## src/sv/actuator_joint_angle_converter_macros.svh

```systemverilog
// Assertion helpers for the converter RTL
`ifndef ACTUATOR_JOINT_ANGLE_CONVERTER_MACROS_SVH
`define ACTUATOR_JOINT_ANGLE_CONVERTER_MACROS_SVH

// Same-cycle implication, sampled on clock, muted in reset
`define AJAC_ASSERT_IMPLIES(label, cond, expr) \
   label: assert property (@(posedge clock) disable iff (reset) (cond) |-> (expr)) \
      else $error("ajac assertion failed");

// Next-cycle implication
`define AJAC_ASSERT_NEXT(label, cond, expr) \
   label: assert property (@(posedge clock) disable iff (reset) (cond) |=> (expr)) \
      else $error("ajac assertion failed");

`endif

```

## src/sv/ajac_sqrt.sv

```systemverilog
`default_nettype none
module ajac_sqrt #(
   parameter int ROOT_W = 8,
   parameter int SIDE_W = 1
) (
   input  logic                clock,
   input  logic                reset,
   input  logic                in_valid,
   input  logic [2*ROOT_W-1:0] in_value,
   input  logic [SIDE_W-1:0]   in_side,
   output logic                out_valid,
   output logic [ROOT_W-1:0]   out_root,
   output logic [SIDE_W-1:0]   out_side
);
   // restoring square root, one root bit per stage
   logic                val_ff  [ROOT_W];
   logic [2*ROOT_W-1:0] rad_ff  [ROOT_W];
   logic [ROOT_W+1:0]   rem_ff  [ROOT_W];
   logic [ROOT_W-1:0]   root_ff [ROOT_W];
   logic [SIDE_W-1:0]   side_ff [ROOT_W];

   genvar k;
   generate
      for (k = 0; k < ROOT_W; k++) begin : g_stage
         logic                val_prev;
         logic [2*ROOT_W-1:0] rad_prev;
         logic [ROOT_W+1:0]   rem_prev;
         logic [ROOT_W-1:0]   root_prev;
         logic [SIDE_W-1:0]   side_prev;
         logic [ROOT_W+1:0]   rem_sh;
         logic [ROOT_W+1:0]   trial;
         logic [ROOT_W+1:0]   rem_in;
         logic [ROOT_W-1:0]   root_in;
         logic                ge;

         if (k == 0) begin : g_first
            assign val_prev  = in_valid;
            assign rad_prev  = in_value;
            assign rem_prev  = '0;
            assign root_prev = '0;
            assign side_prev = in_side;
         end else begin : g_next
            assign val_prev  = val_ff[k-1];
            assign rad_prev  = rad_ff[k-1];
            assign rem_prev  = rem_ff[k-1];
            assign root_prev = root_ff[k-1];
            assign side_prev = side_ff[k-1];
         end

         assign rem_sh  = {rem_prev[ROOT_W-1:0], rad_prev[2*ROOT_W-1 -: 2]};
         assign trial   = {root_prev, 2'b01};
         assign ge      = rem_sh >= trial;
         assign rem_in  = ge ? rem_sh - trial : rem_sh;
         assign root_in = {root_prev[ROOT_W-2:0], ge};

         always_ff @(posedge clock) begin
            if (reset) begin
               val_ff[k] <= 1'b0;
            end else begin
               val_ff[k] <= val_prev;
            end
         end

         always_ff @(posedge clock) begin
            rad_ff[k]  <= rad_prev << 2;
            rem_ff[k]  <= rem_in;
            root_ff[k] <= root_in;
            side_ff[k] <= side_prev;
         end
      end
   endgenerate

   assign out_valid = val_ff[ROOT_W-1];
   assign out_root  = root_ff[ROOT_W-1];
   assign out_side  = side_ff[ROOT_W-1];
endmodule
`default_nettype wire

```

## config.mk

```make
export PLATFORM = sky130hd
export DESIGN_NAME = ajac_sqrt
export DESIGN_NICKNAME = d
export VERILOG_FILES = /design/src/sv/actuator_joint_angle_converter_macros.svh /design/src/sv/ajac_sqrt.sv
export SDC_FILE = /design/constraint.sdc
export NUM_CORES = 1
export LEC_CHECK = 0
export ABC_AREA = 1
export BUFFER_PORTS_ARGS = -buffer_cell sky130_fd_sc_hd__buf_2
export CAP_MARGIN = 20
export CORE_ASPECT_RATIO = 2
export CORE_MARGIN = 2
export CORE_UTILIZATION = 50
export CTS_BUF_LIST = sky130_fd_sc_hd__clkbuf_4 sky130_fd_sc_hd__clkbuf_8
export DETAILED_ROUTE_END_ITERATION = 16
export PLACE_DENSITY = 0.63
export SLEW_MARGIN = 20
export SYNTH_ARGS = -nofsm -noshare
export SYNTH_HDL_FRONTEND = slang
export SYNTH_SLANG_ARGS = --single-unit
```

## constraint.sdc

```tcl
create_clock -name clock -period 1.79 [get_ports clock]
set_input_delay 0 -clock clock [delete_from_list [all_inputs] [get_ports clock]]
set_output_delay 0 -clock clock [all_outputs]
set_load 0.02 [all_outputs]
```

==> impl_metrics.csv <==
group,metric,value,unit
status,status,"finished, final reports clean",
synthesis,dominantRegCellSynth,"dfxtp_1",
floorplan,die_w,79.8,um
setup_path,critPathLaunch,"root_ff[0][27]",
setup_path,r2r_end,"rem_ff[2][3]",
cts,worstSkewPairLatency,0.43,ns
setup_path,reg2reg_from,"root_ff[0][27]",
timing,final.period_utilization,97.0,%
timing,fmax,576,MHz
synthesis,synth-edff-count,0,
layout,drive_gt1_share,13.5,%
layout,layout.cells.non_filler,870,
route,post_drt_via_cell_ratio,4.82,
power_and_ir_drop,ir_drop,0.000707,V
setup_path,arrival,2.05,ns
synthesis,synth.distinct_cells,36,
floorplan,start_util,50.9,%
setup_path,crit_end,"rem_ff[2][3]",
synthesis,syn-num-nets,705,
grt,grt_pass1_wl,17600,um
synthesis,ys_ff_latch,159,
hold_path,holdPathStages,2,
grt,grt_max_degree,17,
floorplan,rows,55,
setup_path,critPathCaptureType,"flop",
cts,cts-buffers-inserted,17,
grt,grtUsageTotal,19.0,%
placed_design,place_area,6060,um^2
synthesis,yosysWarnings,0,
synthesis,syn-cell-area,5740,um^2
job,drv_cap,0,
layout,multi_input_area,2150,um^2
power_and_ir_drop,p_seq_share,45.9,%
timing,hold_viol_final,0,
synthesis,synthArstFlopShare,0,%
grt,antenna_found_initial,0,
power_and_ir_drop,p_switching,3.41,mW
setup_path,regToRegSetupSlack,0.05,ns
layout,final_cell_mix,"dfxtp_1 (159), nand2_1 (147), inv_1 (109)",
layout,final_area,6690,um^2
route,vias,4196,
power_and_ir_drop,leakagePower,3.49,nW
route,wl_per_cell,12.7,um
layout,n_antenna_cell,0,
setup_path,path_class,"reg2reg",
cts,post_cts_buffers,0,
power_and_ir_drop,pwr-share-clk,25.7,%
route,drt-total-wl,11100,um
cts,h-tree-depth,4,
placed_design,gp_congestion,1.01,
route,ant_nets,0,
grt,grt_pass1_vias,4287,
timing,finalClockSkew,0.00733,ns
cts,root_buffer,"clkbuf_8",
layout,seqCellArea,3180,um^2
synthesis,syn_inst,645,
timing,slew_viol_final,0,
grt,overflow,0,
cts,clk_pin_slew,0.09,ns
route,first_pass_iters,5,
floorplan,ios,30,
floorplan,die_area,12400,um^2
timing,period_minus_slack,1.74,ns
setup_path,required,2.10,ns
route,drt_iter0_markers,158,
layout,area_growth,16.4,%
timing,fin_setup_tns,0,ns
power_and_ir_drop,p_int,6.40,mW
layout,final_nets,775,
placed_design,dp_hpwl,8550,um
placed_design,io_buffers,29,
setup_path,reg2reg_depth,6,
floorplan,core_area,11300,um^2
cts,clock-sinks,159,
setup_path,crit_fanout,5,
cts,cts_tree,"done",
cts,clockBufferDepth,2,
route,drc_errors,0,
synthesis,yosysSeqAreaShare,55.4,%
power_and_ir_drop,powerDensity,1470,nW/um^2
timing,rsz0062_at_grt,"false",
hold_path,hold_class,"in2reg",
timing,setup_violations,0,
power_and_ir_drop,combPwrFrac,28.4,%
placed_design,placed_cells,816,
layout,layout_commonest_cell,"dfxtp_1",
layout,num-fill-cells,1009,
setup_path,crit_path_start_kind,"flop",
power_and_ir_drop,swShare,34.8,%
synthesis,avgSynthCellArea,8.90,um^2
floorplan,die_h,156,um
==> routing by layer <==
layer / track usage (%) / up-vias / share of wire, %
li1: - / 2130 / -
met1: 12.1 / 1931 / 28
met2: 40.7 / 91 / 63
met3: 4.92 / 44 / 2.7
met4: 13.4 / 0 / 6.0
met5: 0 / - / 0
==> synthesized netlist by cell type, types with 5 or more instances <==
master,n,share of area [%]
xnor2_1,7,1.1
or2_2,5,0.54
xor2_1,11,1.7
o21ai_0,15,1.3
dfxtp_1,159,55
nand3_1,46,4.0
nor2_1,40,2.6
a21oi_1,19,1.7
ha_1,40,8.7
nand4_1,5,0.54
inv_1,109,7.1
nand2_1,148,9.7
==> worst min-delay path by stage <==
stage / from / endpoint / slack [ns]
6_report: in_value[11] / rad_ff[0][11] / 0.20
3_3_place_gp: in_value[10] / rad_ff[0][10] / 0.10
3_5_place_dp: in_value[11] / rad_ff[0][11] / 0.10
4_1_cts: in_value[11] / rad_ff[0][11] / 0.17
2_1_floorplan: in_value[0] / rad_ff[0][0] / 0.03
5_1_grt: in_value[11] / rad_ff[0][11] / 0.16
==> repair_timing <==
item / in CTS / in global routing
gates resized for setup: 0 / 4
endpoints found under the hold margin: 26 / 0
endpoints found under the setup margin: 0 / 13
hold buffers: 21 / 0
==> sequential cells by signal, summed over array words and instances, names as in the netlist <==
name / flops
rad_ff: 56
rem_ff: 51
root_ff: 36
side_ff: 8
val_ff: 8
==> area by class of cell <==
cell class                      instances  area share, %
Inverter                              112           6.29
Sequential cell                       159           47.6
Clock inverter                         14           2.19
Multi-Input combinational cell        373           32.1
Clock buffer                           18           3.61
Tap cell                              142           2.66
Timing Repair Buffer                   52           5.54
==> logic make-up (layout without fill, tap and decap cells) <==
kind of cell,after synthesis,count (layout),synth area share (%)
xor+xnor,18,18,2.75
fa+ha+maj,40,40,8.72
buf+inv,114,196,7.58
other cells,1,1,0.0653
flops,159,159,55.4
simple gates,266,267,20.7
compound gates,47,47,4.79
==> critical path, cell delays in order (launching register included) <==
cell and delay (ns):
dfxtp_1 0.34, inv_1 0.05, ha_1 0.32, a21oi_1 0.32
nand2_2 0.17, nor2_2 0.29, o21ai_0 0.12
==> per-stage QoR <==
stage | util [%] | setup WS (ns) | hold WS [ns] | power (mW)
after floorplan | - | 0.337 | 0.0277 | 6.57
after global placement | 53.7 | 0.0462 | 0.102 | 7.18
after detailed placement | 53.7 | 0.0165 | 0.104 | 7.30
after CTS | 59.0 | 0.0106 | 0.167 | 9.87
after global routing | 59.2 | 0.00330 | 0.162 | 10.5
final | 59.2 | 0.0529 | 0.198 | 9.82
==> power groups by stage <==
stage	logic, mW	registers, mW	clock network, mW
floorplan	2.04	4.53	0
global placement	2.60	4.58	0
detailed placement	2.72	4.59	0
CTS	2.77	4.50	2.60
global route	3.16	4.56	2.76
finish	2.79	4.50	2.52
(Power assumes the default switching activity.)
